[src/rtl/cbhp_pkg.sv]
// Package for the cipher blob header parser.
// Field widths, byte-role and error codes. No dependencies.
`default_nettype none

package cbhp_pkg;

  localparam int unsigned DataW    = 8;
  localparam int unsigned RoleW    = 3;
  localparam int unsigned ErrW     = 2;
  localparam int unsigned SizeW    = 32;
  localparam int unsigned HdrSizeW = 9;
  localparam int unsigned VerW     = 4;

  localparam logic [VerW-1:0] VersionReset = 4'd1;

  typedef logic [DataW-1:0] data_t;

  typedef enum logic [RoleW-1:0] {
    ROLE_FORMAT  = 3'd0,
    ROLE_IV_LEN  = 3'd1,
    ROLE_IV      = 3'd2,
    ROLE_LEN     = 3'd3,
    ROLE_AFTER   = 3'd4,
    ROLE_DISCARD = 3'd5
  } role_t;

  typedef enum logic [ErrW-1:0] {
    ERR_NONE    = 2'd0,
    ERR_VERSION = 2'd1,
    ERR_WIDTH   = 2'd2,
    ERR_TRUNC   = 2'd3
  } err_t;

endpackage

`default_nettype wire

[src/rtl/cbhp_if.sv]
// Stream interfaces of the cipher blob header parser: byte input and result output.
// Depends on cbhp_pkg.
`default_nettype none

interface cbhp_in_if;
  logic          valid;
  logic          ready;
  cbhp_pkg::data_t data_byte;
  logic          start_of_blob;
  logic          end_of_buffer;

  modport source (output valid, data_byte, start_of_blob, end_of_buffer, input ready);
  modport sink   (input valid, data_byte, start_of_blob, end_of_buffer, output ready);
endinterface

interface cbhp_out_if;
  logic                             valid;
  logic                             ready;
  cbhp_pkg::role_t                  byte_role;
  cbhp_pkg::data_t                  iv_byte;
  cbhp_pkg::data_t                  iv_length;
  logic                             header_done;
  logic [cbhp_pkg::SizeW-1:0]       ciphertext_size;
  logic [cbhp_pkg::HdrSizeW-1:0]    header_size;
  cbhp_pkg::err_t                   error_code;

  modport source (output valid, byte_role, iv_byte, iv_length, header_done,
                  ciphertext_size, header_size, error_code, input ready);
  modport sink   (input valid, byte_role, iv_byte, iv_length, header_done,
                  ciphertext_size, header_size, error_code, output ready);
endinterface

`default_nettype wire

[src/rtl/cipher_blob_header_parser.sv]
// Cipher blob header parser: tags each blob byte with its role, passes out IV
// bytes, decodes the length field. Depends on cbhp_pkg and cbhp_if.
//
// Usage:
//   bytes_in carries one blob byte per transaction with start_of_blob and
//   end_of_buffer marks. results_out carries one result per input byte.
//   cfg_write_en/cfg_write_data load expected_version (reset value 1); write
//   only while no transaction is in flight.
//   Latency: the result of a byte is valid the cycle after it is accepted.
//   Throughput: one byte per cycle while results_out does not stall; the parse
//   state updates in the accept cycle and the result sits in a single output register.
//   Stall: while a result waits and results_out.ready is low, bytes_in.ready
//   drops; when the result is taken, a new byte is accepted in the same cycle.
//   Reset: parser state returns to the format byte with no error latched,
//   the output register empties and expected_version returns to 1.
//   A latched error holds, and later bytes are tagged discarded, until the
//   next start_of_blob.
`default_nettype none

module cipher_blob_header_parser (
  input  wire logic                     clk,
  input  wire logic                     rst,
  cbhp_in_if.sink                       bytes_in,
  cbhp_out_if.source                    results_out,
  input  wire logic                     cfg_write_en,
  input  wire logic [cbhp_pkg::VerW-1:0] cfg_write_data
);

  typedef enum logic [2:0] {
    PH_FORMAT = 3'd0,
    PH_IVLEN  = 3'd1,
    PH_IV     = 3'd2,
    PH_LEN    = 3'd3,
    PH_AFTER  = 3'd4,
    PH_ERROR  = 3'd5
  } phase_t;

  logic [cbhp_pkg::VerW-1:0]  expected_version;
  phase_t                     parse_phase, parse_phase_next;
  logic [7:0]                 bytes_left, bytes_left_next;
  logic [2:0]                 length_width, length_width_next;
  logic [31:0]                length_accumulator, length_accumulator_next;
  logic [7:0]                 declared_iv_length, declared_iv_length_next;
  cbhp_pkg::err_t             latched_error, latched_error_next;

  cbhp_pkg::role_t            role;
  cbhp_pkg::data_t            ivb;
  logic                       done;
  logic [31:0]                ctsize;
  logic [8:0]                 hsize;

  phase_t                     ph;
  logic [7:0]                 bl, bl_dec;
  logic [2:0]                 lw;
  logic [31:0]                acc;
  logic [7:0]                 ivl;
  cbhp_pkg::err_t             err;
  logic [3:0]                 w_nib;
  cbhp_pkg::data_t            b;
  logic                       accept;

  assign b      = bytes_in.data_byte;
  assign w_nib  = b[7:4];
  assign bytes_in.ready = !results_out.valid || results_out.ready;
  assign accept = bytes_in.valid && bytes_in.ready;

  always_comb begin
    if (bytes_in.start_of_blob) begin
      ph  = PH_FORMAT;
      bl  = '0;
      lw  = '0;
      acc = '0;
      ivl = '0;
      err = cbhp_pkg::ERR_NONE;
    end else begin
      ph  = parse_phase;
      bl  = bytes_left;
      lw  = length_width;
      acc = length_accumulator;
      ivl = declared_iv_length;
      err = latched_error;
    end
    bl_dec = bl - 8'd1;

    parse_phase_next        = ph;
    bytes_left_next         = bl;
    length_width_next       = lw;
    length_accumulator_next = acc;
    declared_iv_length_next = ivl;
    latched_error_next      = err;
    ivb    = '0;
    done   = 1'b0;
    ctsize = '0;
    hsize  = '0;

    case (ph)
      PH_FORMAT: begin
        role = cbhp_pkg::ROLE_FORMAT;
        if (b[3:0] != expected_version) begin
          latched_error_next = cbhp_pkg::ERR_VERSION;
          parse_phase_next   = PH_ERROR;
        end else if (w_nib != 4'd1 && w_nib != 4'd2 && w_nib != 4'd4) begin
          latched_error_next = cbhp_pkg::ERR_WIDTH;
          parse_phase_next   = PH_ERROR;
        end else begin
          length_width_next = w_nib[2:0];
          parse_phase_next  = PH_IVLEN;
        end
      end
      PH_IVLEN: begin
        role = cbhp_pkg::ROLE_IV_LEN;
        declared_iv_length_next = b;
        length_accumulator_next = '0;
        if (b == 8'd0) begin
          bytes_left_next  = {5'd0, lw};
          parse_phase_next = PH_LEN;
        end else begin
          bytes_left_next  = b;
          parse_phase_next = PH_IV;
        end
      end
      PH_IV: begin
        role = cbhp_pkg::ROLE_IV;
        ivb  = b;
        bytes_left_next = bl_dec;
        if (bl_dec == 8'd0) begin
          bytes_left_next  = {5'd0, lw};
          parse_phase_next = PH_LEN;
        end
      end
      PH_LEN: begin
        role = cbhp_pkg::ROLE_LEN;
        length_accumulator_next = {acc[23:0], b};
        bytes_left_next = bl_dec;
        if (bl_dec == 8'd0) begin
          done   = 1'b1;
          ctsize = {acc[23:0], b};
          hsize  = 9'd2 + {1'b0, ivl} + {6'd0, lw};
          parse_phase_next = PH_AFTER;
        end
      end
      PH_AFTER: role = cbhp_pkg::ROLE_AFTER;
      default:  role = cbhp_pkg::ROLE_DISCARD;
    endcase

    if (bytes_in.end_of_buffer && parse_phase_next != PH_AFTER
        && parse_phase_next != PH_ERROR) begin
      latched_error_next = cbhp_pkg::ERR_TRUNC;
      parse_phase_next   = PH_ERROR;
    end
  end

  always_ff @(posedge clk) begin
    if (rst) begin
      expected_version   <= cbhp_pkg::VersionReset;
      parse_phase        <= PH_FORMAT;
      bytes_left         <= '0;
      length_width       <= '0;
      length_accumulator <= '0;
      declared_iv_length <= '0;
      latched_error      <= cbhp_pkg::ERR_NONE;
      results_out.valid  <= 1'b0;
    end else begin
      if (cfg_write_en) begin
        expected_version <= cfg_write_data;
      end
      if (accept) begin
        parse_phase        <= parse_phase_next;
        bytes_left         <= bytes_left_next;
        length_width       <= length_width_next;
        length_accumulator <= length_accumulator_next;
        declared_iv_length <= declared_iv_length_next;
        latched_error      <= latched_error_next;
        results_out.valid  <= 1'b1;
      end else if (results_out.ready) begin
        results_out.valid  <= 1'b0;
      end
    end
  end

  // result payload, no reset
  always_ff @(posedge clk) begin
    if (accept) begin
      results_out.byte_role       <= role;
      results_out.iv_byte         <= ivb;
      results_out.iv_length       <= declared_iv_length_next;
      results_out.header_done     <= done;
      results_out.ciphertext_size <= ctsize;
      results_out.header_size     <= hsize;
      results_out.error_code      <= latched_error_next;
    end
  end

endmodule

`default_nettype wire
[src/flat_wrapper.sv]
// flat-port wrapper written by rule: the top's interface ports become plain ports
module cipher_blob_header_parser_flat 
  (clk, rst, cfg_write_en, cfg_write_data, bytes_in_valid, bytes_in_data_byte, bytes_in_start_of_blob, bytes_in_end_of_buffer, bytes_in_ready, results_out_valid, results_out_byte_role, results_out_iv_byte, results_out_iv_length, results_out_header_done, results_out_ciphertext_size, results_out_header_size, results_out_error_code, results_out_ready);
  cbhp_in_if bytes_in_i ();
  cbhp_out_if results_out_i ();
  input  wire logic clk;
  input  wire logic rst;
  input  wire logic cfg_write_en;
  input  wire logic [cbhp_pkg::VerW-1:0] cfg_write_data;
  input wire logic [$bits(bytes_in_i.valid)-1:0] bytes_in_valid;
  input wire logic [$bits(bytes_in_i.data_byte)-1:0] bytes_in_data_byte;
  input wire logic [$bits(bytes_in_i.start_of_blob)-1:0] bytes_in_start_of_blob;
  input wire logic [$bits(bytes_in_i.end_of_buffer)-1:0] bytes_in_end_of_buffer;
  output wire logic [$bits(bytes_in_i.ready)-1:0] bytes_in_ready;
  output wire logic [$bits(results_out_i.valid)-1:0] results_out_valid;
  output wire logic [$bits(results_out_i.byte_role)-1:0] results_out_byte_role;
  output wire logic [$bits(results_out_i.iv_byte)-1:0] results_out_iv_byte;
  output wire logic [$bits(results_out_i.iv_length)-1:0] results_out_iv_length;
  output wire logic [$bits(results_out_i.header_done)-1:0] results_out_header_done;
  output wire logic [$bits(results_out_i.ciphertext_size)-1:0] results_out_ciphertext_size;
  output wire logic [$bits(results_out_i.header_size)-1:0] results_out_header_size;
  output wire logic [$bits(results_out_i.error_code)-1:0] results_out_error_code;
  input wire logic [$bits(results_out_i.ready)-1:0] results_out_ready;
  assign bytes_in_i.valid = bytes_in_valid;
  assign bytes_in_i.data_byte = bytes_in_data_byte;
  assign bytes_in_i.start_of_blob = bytes_in_start_of_blob;
  assign bytes_in_i.end_of_buffer = bytes_in_end_of_buffer;
  assign bytes_in_ready = bytes_in_i.ready;
  assign results_out_valid = results_out_i.valid;
  assign results_out_byte_role = results_out_i.byte_role;
  assign results_out_iv_byte = results_out_i.iv_byte;
  assign results_out_iv_length = results_out_i.iv_length;
  assign results_out_header_done = results_out_i.header_done;
  assign results_out_ciphertext_size = results_out_i.ciphertext_size;
  assign results_out_header_size = results_out_i.header_size;
  assign results_out_error_code = results_out_i.error_code;
  assign results_out_i.ready = results_out_ready;
  cipher_blob_header_parser u_core (.clk(clk), .rst(rst), .bytes_in(bytes_in_i), .results_out(results_out_i), .cfg_write_en(cfg_write_en), .cfg_write_data(cfg_write_data));
endmodule
[config.mk]
export PLATFORM = sky130hd
export DESIGN_NAME = cipher_blob_header_parser_flat
export DESIGN_NICKNAME = d
export VERILOG_FILES = /design/src/rtl/cbhp_pkg.sv /design/src/rtl/cbhp_if.sv /design/src/rtl/cipher_blob_header_parser.sv /design/src/flat_wrapper.sv
export SDC_FILE = /design/constraint.sdc
export NUM_CORES = 1
export LEC_CHECK = 0
export BUFFER_PORTS_ARGS = -buffer_cell sky130_fd_sc_hd__buf_4
export CORE_MARGIN = 1
export CORE_UTILIZATION = 60
export CTS_BUF_LIST = sky130_fd_sc_hd__clkbuf_4 sky130_fd_sc_hd__clkbuf_8 sky130_fd_sc_hd__clkbuf_16
export DETAILED_ROUTE_END_ITERATION = 16
export PLACE_DENSITY = 0.94
export SYNTH_ARGS = -nofsm -noshare
export SYNTH_HDL_FRONTEND = slang
export SYNTH_SLANG_ARGS = --single-unit
[constraint.sdc]
create_clock -name clk -period 7.8 [get_ports clk]
set_input_delay 0.78 -clock clk [delete_from_list [all_inputs] [get_ports clk]]
set_output_delay 0.78 -clock clk [all_outputs]
set_load 0.01 [all_outputs]
== After elaboration in Yosys (flattened, before gate mapping) ==
Cells that the tools add are included.

* $add $sub $neg: 3
* Eq/ne operators: 10
* Multiplexer cells: 29
* Reductions and logical operators: 12

{| class="wikitable"
|+ Operators with widths
! operator !! number
|-
| $pmux 24 s2 || 1
|-
| $mux 8 || 5
|-
| $mux 3 || 10
|-
| $mux 24 || 1
|-
| $pmux 8 s3 || 1
|-
| $logic_not 8->1 || 2
|-
| $pmux 3 s5 || 1
|-
| $pmux 3 s4 || 1
|-
| $mux 2 || 5
|-
| $add 2x8->9 const A || 1
|-
| $add 9x3->9 || 1
|-
| $sub 8x1->8 const B || 1
|-
| $eq 3x2->1 const B || 2
|-
| $ne 3x3->1 const B || 2
|-
| $logic_and 1x1->1 || 5
|-
| $mux 1 || 4
|-
| $ne 4x1->1 const B || 1
|-
| $ne 4x2->1 const B || 1
|-
| $ne 4x3->1 const B || 1
|-
| $ne 4x4->1 || 1
|-
| $eq 3x1->1 const B || 1
|-
| $eq 3x3->1 const B || 1
|-
| $logic_not 3->1 || 1
|-
| $reduce_and 2->1 || 1
|-
| other kinds (3) || 3
|}

* Bits in registers: 116
* Input bits: 19
* Output and inout port bits: 65

== Logic depth before layout (Yosys ltp) ==
Gate-level depths: netlist of run 1.

* Word-level depth: 10
* Mapped depth: 13
* Mapped depth without buffers: 12

== Worst setup path before layout of run 1 ==
No wires, ideal clock.

* Path type: input-to-reg
* From: input port results_out_ready
* To: register u_core.bytes_left[2]
* Library setup time: 0.231 ns
* Arrival time: 3.616 ns
* Data required time: 7.569 ns
* Setup slack: 3.953 ns
* Stages on the path: 6
* Buffers on the path: 2
* Cell sequence: nand2b_1 > nand2_1 > inv_1 > clkbuf_1 > clkbuf_1 > o21ai_0

* Word-level cells in the longest chain between the ends: 2

{| class="wikitable"
|+ RTL lines
! item !! RTL line !! RTL
|-
| start, declared || flat_wrapper.sv:23 || <nowiki>input wire logic [$bits(results_out_i.ready)-1:0] results_out_ready;</nowiki>
|-
| $logic_or 1x1->1 || cipher_blob_header_parser.sv:64 || <nowiki>assign bytes_in.ready = !results_out.valid || results_out.ready;</nowiki>
|-
| $logic_and 1x1->1 || cipher_blob_header_parser.sv:65 || <nowiki>assign accept = bytes_in.valid && bytes_in.ready;</nowiki>
|-
| named net u_core.accept || cipher_blob_header_parser.sv:60 || <nowiki>logic accept;</nowiki>
|-
| end signal, assigned || cipher_blob_header_parser.sv:169 || <nowiki>bytes_left <= bytes_left_next;</nowiki>
|-
| end, declared || cipher_blob_header_parser.sv:40 || <nowiki>logic [7:0] bytes_left, bytes_left_next;</nowiki>
|}

The timed path passes the listed nets, and every way through them passes these cells.
A chain may end at the register's enable or synchronous reset.

== Worst setup path after layout of run 1 ==
* From: input port bytes_in_start_of_blob
* To: register u_core.latched_error[1]

* Word-level cells in the longest chain between the ends: 9
* Elaborated cells on any way between the ends: 20

{| class="wikitable"
|+ RTL lines
! item !! RTL line !! RTL
|-
| start, declared || flat_wrapper.sv:12 || <nowiki>input wire logic [$bits(bytes_in_i.start_of_blob)-1:0] bytes_in_start_of_blob;</nowiki>
|-
| $mux 8 || cipher_blob_header_parser.sv:68 || <nowiki>if (bytes_in.start_of_blob) begin</nowiki>
|-
| $sub 8x1->8 || cipher_blob_header_parser.sv:83 || <nowiki>bl_dec = bl - 8'd1;</nowiki>
|-
| $logic_not 8->1 || cipher_blob_header_parser.sv:126, cipher_blob_header_parser.sv:135 ||
|-
| $mux 3 (on tied branches) || cipher_blob_header_parser.sv:135, cipher_blob_header_parser.sv:126 ||
|-
| $pmux 3 s4 || cipher_blob_header_parser.sv:96 || <nowiki>case (ph)</nowiki>
|-
| $ne 3x3->1 || cipher_blob_header_parser.sv:146 || <nowiki>if (bytes_in.end_of_buffer && parse_phase_next != PH_AFTER</nowiki>
|-
| $logic_and 1x1->1 || cipher_blob_header_parser.sv:146 ||
|-
| $logic_and 1x1->1 || cipher_blob_header_parser.sv:147 || <nowiki>&& parse_phase_next != PH_ERROR) begin</nowiki>
|-
| $mux 2 (*) || cipher_blob_header_parser.sv:146 ||
|-
| end signal, assigned || cipher_blob_header_parser.sv:161 || <nowiki>latched_error <= cbhp_pkg::ERR_NONE;</nowiki>
|-
| end signal, assigned || cipher_blob_header_parser.sv:173 || <nowiki>latched_error <= latched_error_next;</nowiki>
|-
| end, declared || cipher_blob_header_parser.sv:44 || <nowiki>cbhp_pkg::err_t latched_error, latched_error_next;</nowiki>
|}

Every way passes the cells marked *; elsewhere a longest branch is shown, timed or not.

==> impl_metrics.env, run 1 <==
export IMPL_grt_max_degree=57
export IMPL_cts_reportedPaths_clkPinSlew_ns=0.06
export IMPL_place_ws_ns=4.037
export IMPL_synthesis_area_sq_um=5161
export IMPL_n_antenna_cell=0
export IMPL_cts_tree="yes"
export IMPL_antenna_found_initial=0
export IMPL_io_buffers=83
export IMPL_final_cells=689
export IMPL_cap_viol_max_count=0
export IMPL_rsz0062_at_grt="no"
export IMPL_num_io_pins=84
export IMPL_netlist_instances=496
export IMPL_wl_per_cell_um=20.01
export IMPL_hold_slack_ns=0.4676
export IMPL_syn_nets=524
export IMPL_fillers=458
export IMPL_drc_errors=0
export IMPL_use_met1_pct=40.50
export IMPL_worst_pin_slew_ns=1.294
export IMPL_fmax_mhz=298.1
export IMPL_hp_class="reg2reg"
export IMPL_ys_top_cells_by_count="63 x edfxtp_1, 59 x nor2_1, 57 x nand2_1"
export IMPL_critPathRequiredTime_ns=8.23
export IMPL_leakagePower_uw=0.002553
export IMPL_area_delta_synth_final_pct=24.58
export IMPL_overflow=0
export IMPL_async_reset_ff_share_pct=0
export IMPL_drtIter0Drc=708
export IMPL_vias_per_cell=6.302
export IMPL_postCtsSetupRepairBufs=0
export IMPL_yosysMostFrequentCell="edfxtp_1"
export IMPL_grtUsageMet2_pct=52.34
export IMPL_synth_seq_cells=116
export IMPL_yosysSeqAreaShare_pct=57.21
export IMPL_gp_congestion=0.9173
export IMPL_setup_viol=0
export IMPL_totalPowerFinal_uw=1602
export IMPL_busiest_layer="met2"
export IMPL_grt_total_usage_pct=32.44
export IMPL_initial_core_util_pct=62.50
export IMPL_synthFlopType="edfxtp_1"
export IMPL_dp_cells=657
export IMPL_fin_ws_ns=4.446
export IMPL_min_period_ns=3.354
export IMPL_crit_path_max_fanout=36
export IMPL_hold_path_startpoint="u_core.declared_iv_length[2]"
export IMPL_cts_resized=0
export IMPL_num_vias=4342
export IMPL_ctsHoldBuffers=0
export IMPL_arrival_ns=3.78
export IMPL_hold_violations=0
export IMPL_ant_nets=0
export IMPL_ir_worst_vdd_mv=0.1924
export IMPL_cts_root_buf="clkbuf_8"
export IMPL_wl_um=13790
export IMPL_synth_distinct_cells=57
export IMPL_rows=33
export IMPL_use_met3_pct=8.937
export IMPL_grt_pass1_vias=4174
export IMPL_core_area_sq_um=8258
export IMPL_grt_pass1_wl_um=21490
export IMPL_die_y_um=94.75
export IMPL_multi_input_area_sq_um=2032
export IMPL_cts_buffers=17
export IMPL_r2r_start="u_core.bytes_left[0]"
export IMPL_clock_skew_final_ns=0.01195
export IMPL_power_density_nw_per_um2=249.2
export IMPL_nets=599
export IMPL_slew_headroom_pct=12.53
export IMPL_worstSetupEndpointType="register"
export IMPL_cp_startpoint="bytes_in_start_of_blob"
export IMPL_synth_area_leaders="edfxtp_1 37%, dfxtp_1 21%, and2_1 4.8%"
export IMPL_die_width_um=94.75
export IMPL_clk_insertion_delay_late_ns=0.53
export IMPL_drv_slew=0
export IMPL_fin_crit_sh_pct=43.00
export IMPL_dieArea_sq_um=8977
export IMPL_dr_pass1_iters=6
export IMPL_dp_hpwl_um=7998
export IMPL_drive_gt1_share_pct=22.77
export IMPL_status="finished, final reports clean"
export IMPL_clkSinkCount=116
export IMPL_netlist_area_leader_share_pct=36.65
export IMPL_synth_largest_area_cell="edfxtp_1"
export IMPL_regArea_sq_um=2953
export IMPL_tns_ns=0
export IMPL_cp_start_kind="input pin"
export IMPL_yosysWarnings=0
export IMPL_clockBufferDepth=2
export IMPL_syn_avg_cell_area_sq_um=10.41
export IMPL_synth_edf_count=63
export IMPL_worstSetupPathType="in2reg"
export IMPL_cts_htree_levels=4
cell families (layout without fill, tap and decap cells):
| kind of cell | count (synthesis) | count (layout) | synth area share [%] |
|---|---|---|---|
| AND/OR/NAND/NOR | 210 | 210 | 20.17 |
| flip-flops | 116 | 116 | 57.21 |
| AO/OA/AOI/OAI | 97 | 97 | 13.62 |
| buffers and inverters | 46 | 134 | 3.418 |
| XOR/XNOR | 12 | 12 | 2.036 |
| adder cells (fa/ha/maj) | 9 | 9 | 2.327 |
| multiplexers | 6 | 6 | 1.212 |
layout by cell type (no fill, tap or decap), types with 4 or more instances in the layout:
| cell type | instances |
|---|---|
| nor2b_1 | 15 |
| mux2i_1 | 4 |
| inv_6 | 6 |
| xor2_1 | 8 |
| nor3b_1 | 4 |
| nand2_1 | 57 |
| ha_1 | 8 |
| a21oi_1 | 22 |
| dfxtp_1 | 53 |
| inv_1 | 13 |
| edfxtp_1 | 63 |
| clkbuf_16 | 16 |
| o21ai_0 | 13 |
| nor3_1 | 9 |
| o41ai_1 | 4 |
| a22oi_1 | 29 |
| and2_1 | 40 |
| nor4_1 | 5 |
| nand4_1 | 5 |
| nor2_1 | 59 |
| xnor2_1 | 4 |
| buf_4 | 87 |
area by class of cell:
class / count / area share, %
flip-flops and latches: 116 / 45.92
multi-input cells: 334 / 31.60
repair buffers: 87 / 10.16
clock buffers: 17 / 6.441
clock inverters: 15 / 2.919
inverters: 15 / 0.9146
well taps: 105 / 2.043
where the power goes:
group          total [uW]  internal (uW)  switching (uW)
registers             682            667            15.3
logic                 128           49.4            78.6
clock network         792            470             322
total                1600           1190             416
critical path, cell delays in order:
cell and delay, ns:
buf_4 0.28, inv_1 0.22, nand2_1 0.16, ha_1 0.24, or3b_4 0.42, o41ai_4 0.27, a21o_2 0.17, nor2_2 0.08
nand3_4 0.18, inv_4 0.15, a2111o_1 0.49, a311oi_2 0.31
path summary, 6_finish.rpt:
check	to	slack (ns)	cells past startpoint
min reg2reg	u_core.declared_iv_length[2]	0.47	2
max reg2reg	u_core.latched_error[1]	4.87	10
min	u_core.declared_iv_length[2]	0.47	2
max	u_core.latched_error[1]	4.45	12
through the flow:
stage | instance area [sq um] | utilization (%)
floorplan | 5161 | -
detailed placement | 5828 | 70.58
global route | 6430 | 77.86
CTS | 6430 | 77.86
finish | 6430 | 77.86
global placement | 5828 | 70.58
per-layer routing:
metal	vias up	part of all wire, %
met2	311	48
li1	1922	-
met4	0	3.6
met5	-	0
met3	58	10
met1	2051	38
state kept, by name, indices dropped and copies added, names as in the netlist, 3 cells and up:
name                                count
u_core.results_out.iv_length            8
u_core.parse_phase                      3
u_core.length_width                     3
u_core.expected_version                 4
u_core.results_out.iv_byte              8
u_core.results_out.header_size          9
u_core.length_accumulator              24
u_core.declared_iv_length               8
u_core.results_out.byte_role            3
u_core.results_out.ciphertext_size     32
u_core.bytes_left                       8
No activity file was read; power rests on OpenSTA's default activity.
==> inputs of run 2 (changes only) <==
--- a/config.mk
+++ b/config.mk
@@ -7,10 +7,10 @@
 export LEC_CHECK = 0
 export BUFFER_PORTS_ARGS = -buffer_cell sky130_fd_sc_hd__buf_4
 export CORE_MARGIN = 1
-export CORE_UTILIZATION = 60
+export CORE_UTILIZATION = 51
 export CTS_BUF_LIST = sky130_fd_sc_hd__clkbuf_4 sky130_fd_sc_hd__clkbuf_8 sky130_fd_sc_hd__clkbuf_16
 export DETAILED_ROUTE_END_ITERATION = 16
-export PLACE_DENSITY = 0.94
+export PLACE_DENSITY = 0.86
 export SYNTH_ARGS = -nofsm -noshare
 export SYNTH_HDL_FRONTEND = slang
 export SYNTH_SLANG_ARGS = --single-unit
==> constraint.sdc (replaced) <==
create_clock -name clk -period 2.9 [get_ports clk]
set_input_delay 0.29 -clock clk [delete_from_list [all_inputs] [get_ports clk]]
set_output_delay 0.29 -clock clk [all_outputs]
set_load 0.01 [all_outputs]
==> run 2 against run 1 <==
  * Utilization is 11 points lower
  * Via count is 4.7% lower
  * First-iteration DRC count is 29% lower
  * Sequential share of layout area is 0.50 points lower
  * Critical path type is now reg2reg
  * Total power grew to 2.5 times the previous value
  * Routed wire length is 14% lower
  * Worst setup slack worse by 4.2 ns
  * Combinational power grew to 2.8 times the previous value
  * Global-route usage is 8.4 points lower
  * Hold slack worse by 0.45 ns
==> impl_metrics.env, run 2 (synthesis gave the netlist of run 1 again) <==
export IMPL_final_cell_mix="97 x buf_4, 63 x edfxtp_1, 59 x nor2_1"
export IMPL_whs_path_depth=3
export IMPL_cts_tree="yes"
export IMPL_wl_per_cell_um=16.35
export IMPL_hold_slack_ns=0.01636
export IMPL_initial_core_util_pct=52.80
export IMPL_fin_crit_sh_pct=92.04
export IMPL_cp_cell_sequence="nand2_1 -> ha_1 -> or3b_4 -> o41ai_4 -> a21o_2 -> nor2_2 -> nand3_4 -> inv_4 -> a2111o_1 -> a311oi_2"
export IMPL_largest_register="u_core.results_out.ciphertext_size"
export IMPL_final_core_util_pct=66.51
export IMPL_num_vias=4137
export IMPL_ant_nets=0
export IMPL_dp_cells=696
export IMPL_cp_start_kind="register"
export IMPL_final_cells=729
export IMPL_drive_gt1_share_pct=24.16
export IMPL_drtIter0Drc=502
export IMPL_clock_skew_final_ns=0.009782
export IMPL_cts_reportedPaths_clkPinSlew_ns=0.06
export IMPL_clkSinkCount=116
export IMPL_hold_violations=0
export IMPL_reg2regPathDepth=10
export IMPL_worst_pin_slew_ns=0.6590
export IMPL_p_int_uw=3056
export IMPL_gp_congestion=0.9279
export IMPL_cp_startpoint="u_core.bytes_left[0]"
export IMPL_dp_hpwl_um=7818
export IMPL_rsz0062_at_grt="no"
export IMPL_n_antenna_cell=0
export IMPL_largest_reg_flops=32
export IMPL_rows=36
export IMPL_hold_path_startpoint="cfg_write_data[1]"
export IMPL_grt_pass1_wl_um=19000
export IMPL_switchingPower_uw=963.0
export IMPL_setup_viol=0
export IMPL_num_io_pins=84
export IMPL_clk_insertion_delay_late_ns=0.52
export IMPL_clkPwrFrac_pct=45.6
export IMPL_use_met3_pct=6.169
export IMPL_grt_pass1_vias=3975
export IMPL_grt_total_usage_pct=24.08
export IMPL_status="finished, final reports clean"
export IMPL_area_delta_synth_final_pct=25.96
export IMPL_io_buffers=83
export IMPL_cts_root_buf="clkbuf_8"
export IMPL_ir_worst_vdd_mv=0.3556
export IMPL_grt_max_degree=66
export IMPL_p_seq_share_pct=45.5
export IMPL_slew_headroom_pct=55.66
export IMPL_overflow=0
export IMPL_grtUsageMet2_pct=39.44
export IMPL_vias_per_cell=5.675
export IMPL_worstSetupPathType="reg2reg"
export IMPL_power_density_nw_per_um2=618.2
export IMPL_slowest_stage="a2111o_1"
export IMPL_p_sw_share_pct=23.96
export IMPL_min_period_ns=2.669
export IMPL_p_comb_share_pct=8.9
export IMPL_clockBufferDepth=2
export IMPL_nets=611
export IMPL_use_met1_pct=29.41
export IMPL_crit_path_max_fanout=9
export IMPL_cts_buffers=17
export IMPL_drc_errors=0
export IMPL_busiest_layer="met2"
export IMPL_antenna_found_initial=0
export IMPL_arrival_ns=3.10
export IMPL_layout_commonest_cell="buf_4"
export IMPL_postCtsSetupRepairBufs=0
export IMPL_largest_registers="u_core.results_out.ciphertext_size (32), u_core.length_accumulator (24), u_core.results_out.header_size (9)"
export IMPL_die_width_um=102.6
export IMPL_leakagePower_uw=0.002600
export IMPL_dieArea_sq_um=10530
export IMPL_fillers=727
export IMPL_cts_htree_levels=4
export IMPL_tns_ns=0
export IMPL_die_y_um=102.6
export IMPL_cap_viol_max_count=0
export IMPL_core_area_sq_um=9774
export IMPL_ctsHoldBuffers=1
export IMPL_fmax_mhz=374.7
export IMPL_wl_um=11920
export IMPL_dr_pass1_iters=6
export IMPL_hp_class="in2reg"
export IMPL_cts_resized=0
export IMPL_worstSetupEndpointType="register"
export IMPL_critPathRequiredTime_ns=3.33
export IMPL_critPathMaxStageDelay_ns=0.44
export IMPL_drv_slew=0
export IMPL_r2r_start="u_core.bytes_left[0]"
[run 2: cell count changes in the layout (fill, tap and decap cells not counted), sizes merged]
cell and delta:
buf +11, bufinv -2, clkbuf +3, clkinv +5, clkinvlp -1, dlygate4sd3 +1, inv -5
[run 2: worst paths after layout]
check                                  to  slack (ns)
max                 u_core.parse_phase[0]        0.23
min            u_core.expected_version[1]        0.02
max reg2reg         u_core.parse_phase[0]        0.23
min reg2reg  u_core.declared_iv_length[0]        0.47
[run 2: per-stage QoR]
step	worst slack [ns]	total power, uW	instance area, sq um
2_1_floorplan	0.07508	2055	5162
3_3_place_gp	0.2555	2208	5958
3_5_place_dp	0.1631	2214	5958
4_1_cts	0.2306	4035	6501
5_1_grt	0.01564	4154	6501
6_report	0.2310	4019	6501
[run 2: power by group through the flow]
| stage | clock [uW] | sequential [uW] | combinational, uW |
|---|---|---|---|
| finish | 1830 | 1830 | 358 |
| global route | 1930 | 1830 | 392 |
| CTS | 1850 | 1830 | 358 |
| detailed placement | 0 | 1860 | 353 |
| global placement | 0 | 1860 | 349 |
| floorplan | 0 | 1880 | 177 |
[run 2: metal layers]
| layer | part of all wire [%] | wire length (um) |
|---|---|---|
| met1 | 41 | 4912 |
| met2 | 49 | 5853 |
| met3 | 7.6 | 906 |
| met4 | 2.1 | 250 |
| met5 | 0 | 0 |
[run 2: layout make-up]
cell class                 count  area [sq um]  share of cell area [%]
multi-input combinational    334          2032                   31.25
clock inverter                12         78.83                   1.212
inverter                      15         58.81                  0.9045
sequential                   116          2953                   45.42
tap                          133         166.4                   2.560
timing repair buffer          99         758.2                   11.66
clock buffer                  20         454.2                   6.986
[run 2: critical path, delay by kind of cell, from the launching register on]
family / cells / cell delay (ns)
flops: 1 / 0.36
compound gates: 4 / 1.15
simple gates: 4 / 0.79
buf+inv: 1 / 0.04
fa+ha+maj: 1 / 0.24
==> inputs of run 3 (changes only) <==
--- a/config.mk
+++ b/config.mk
@@ -7,10 +7,10 @@
 export LEC_CHECK = 0
 export BUFFER_PORTS_ARGS = -buffer_cell sky130_fd_sc_hd__buf_4
 export CORE_MARGIN = 1
-export CORE_UTILIZATION = 51
-export CTS_BUF_LIST = sky130_fd_sc_hd__clkbuf_4 sky130_fd_sc_hd__clkbuf_8 sky130_fd_sc_hd__clkbuf_16
+export CORE_UTILIZATION = 53
+export CTS_BUF_LIST = sky130_fd_sc_hd__clkbuf_8
 export DETAILED_ROUTE_END_ITERATION = 16
-export PLACE_DENSITY = 0.86
+export PLACE_DENSITY = 0.89
 export SYNTH_ARGS = -nofsm -noshare
 export SYNTH_HDL_FRONTEND = slang
 export SYNTH_SLANG_ARGS = --single-unit
==> run 3 against run 2 <==
  * Cell area is 2.4% lower
  * Routed wire length increased by 3.5%
  * Sequential share of layout area is 1.1 points higher
  * Global-route usage rose by 1.4 points
  * Largest cell class unchanged
  * Count of clock-buffer cells in the layout down 3
  * Non-clock buffer count unchanged
  * Sequential power barely moved
  * Total power down 8.8%
  * Fmax rose by 2.8%
==> impl_metrics.env, run 3 (synthesis gave the netlist of run 1 again) <==
export IMPL_leakagePower_uw=0.002518
export IMPL_nets=611
export IMPL_cts_tree="yes"
export IMPL_ant_nets=0
export IMPL_worstSetupPathType="reg2reg"
export IMPL_cp_startpoint="u_core.bytes_left[0]"
export IMPL_final_cell_mix="99 x buf_4, 63 x edfxtp_1, 59 x nor2_1"
export IMPL_critPathRequiredTime_ns=3.25
export IMPL_fin_ws_ns=0.3027
export IMPL_drv_slew=0
export IMPL_crit_path_max_fanout=11
export IMPL_grt_max_degree=55
export IMPL_grt_total_usage_pct=25.47
export IMPL_totalPowerFinal_uw=3665
export IMPL_min_period_ns=2.597
export IMPL_largest_registers="u_core.results_out.ciphertext_size (32), u_core.length_accumulator (24), u_core.results_out.header_size (9)"
export IMPL_grt_pass1_wl_um=19570
export IMPL_drtIter0Drc=451
export IMPL_crit_buf_inv=1
export IMPL_r2r_start="u_core.bytes_left[0]"
export IMPL_place_ws_ns=0.2377
export IMPL_endpoint="u_core.latched_error[0]"
export IMPL_grt_pass1_vias=3973
export IMPL_core_area_sq_um=9328
export IMPL_hold_violations=0
export IMPL_largest_register="u_core.results_out.ciphertext_size"
export IMPL_critPathMaxStageDelay_ns=0.45
export IMPL_wl_per_cell_um=17.02
export IMPL_tns_ns=0
export IMPL_num_vias=4222
export IMPL_overflow=0
export IMPL_setup_viol=0
export IMPL_dp_hpwl_um=8063
export IMPL_cts_buffers=17
export IMPL_hp_class="in2reg"
export IMPL_slew_headroom_pct=50.16
export IMPL_power_density_nw_per_um2=577.8
export IMPL_wl_um=12340
export IMPL_die_y_um=100.7
export IMPL_cp_start_kind="register"
export IMPL_vias_per_cell=5.823
export IMPL_worst_pin_slew_ns=0.7448
export IMPL_ir_worst_vdd_mv=0.2846
export IMPL_fmax_mhz=385.0
export IMPL_status="finished, final reports clean"
export IMPL_cap_viol_max_count=0
export IMPL_cp_cell_sequence="nand2_1 -> ha_1 -> or3b_4 -> o41ai_4 -> a21o_2 -> nor2_2 -> nand3_4 -> inv_4 -> a2111o_1 -> a311oi_2"
export IMPL_rows=35
export IMPL_clock_skew_final_ns=0.01176
export IMPL_r2r_setup_slack_ns=0.30
export IMPL_die_width_um=100.7
export IMPL_num_io_pins=84
export IMPL_critical_path_top_delay_family="compound AO/OA/AOI/OAI gates"
export IMPL_worstSetupEndpointType="register"
export IMPL_dr_pass1_iters=6
export IMPL_n_antenna_cell=0
export IMPL_layout_commonest_cell="buf_4"
export IMPL_drive_gt1_share_pct=24.33
export IMPL_rsz0062_at_grt="no"
export IMPL_reg2reg_to="u_core.latched_error[0]"
export IMPL_arrival_ns=2.95
export IMPL_path_depth=10
export IMPL_antenna_found_initial=0
export IMPL_initial_core_util_pct=55.33
export IMPL_largest_reg_flops=32
export IMPL_cts_htree_levels=4
export IMPL_io_buffers=83
export IMPL_ctsHoldBuffers=0
export IMPL_cts_reportedPaths_clkPinSlew_ns=0.07
export IMPL_clk_insertion_delay_late_ns=0.45
export IMPL_cts_resized=0
export IMPL_slowest_stage="a2111o_1"
export IMPL_drc_errors=0
export IMPL_reg2regPathDepth=10
export IMPL_gp_congestion=0.9211
export IMPL_area_delta_synth_final_pct=22.91
export IMPL_clkSinkCount=116
export IMPL_postCtsSetupRepairBufs=0
export IMPL_cts_root_buf="clkbuf_8"
export IMPL_clockBufferDepth=2
export IMPL_fin_crit_sh_pct=89.56
export IMPL_dieArea_sq_um=10140
-- run 3: per-layer routing --
metal	up-vias	routed length, um	GRT usage, %	part of all wire (%)
li1	1946	-	-	-
met1	2005	5047	32.48	41
met2	241	5939	41.73	48
met3	30	1053	5.825	8.5
met4	0	297	11.04	2.4
met5	-	0	0	0
-- run 3: worst min-delay path by stage --
stage,start,to,slack [ns],depth (start not counted)
2_1_floorplan,cfg_write_data[0],u_core.expected_version[0],0.41,1
3_3_place_gp,u_core.declared_iv_length[2],u_core.declared_iv_length[2],0.44,2
3_5_place_dp,u_core.declared_iv_length[1],u_core.declared_iv_length[1],0.45,2
4_1_cts,cfg_write_data[0],u_core.expected_version[0],0.06,2
5_1_grt,cfg_write_data[0],u_core.expected_version[0],0.06,2
6_report,cfg_write_data[0],u_core.expected_version[0],0.07,2
-- run 3: layout make-up --
type	count	area (sq um)
Timing Repair Buffer	99	743.2
Inverter	15	58.81
Fill cell	655	2984
Clock buffer	17	234.0
Tap cell	129	161.4
Clock inverter	15	161.4
Sequential cell	116	2953
Multi-Input combinational cell	334	2032
-- run 3: per-stage QoR --
stage / std cells / cell area [sq um] / util (%) / hold slack, ns
floorplan: 496 / 5162 / - / 0.4124
finish: 725 / 6344 / 68.01 / 0.07078
global placement: 693 / 5948 / 63.77 / 0.4377
global route: 725 / 6344 / 68.01 / 0.06029
CTS: 725 / 6344 / 68.01 / 0.06234
detailed placement: 693 / 5948 / 63.77 / 0.4536
-- run 3: power by group --
part	internal, uW	switching (uW)
Clock	715	770
Sequential	1790	37.8
Combinational	143	209
Total	2650	1020
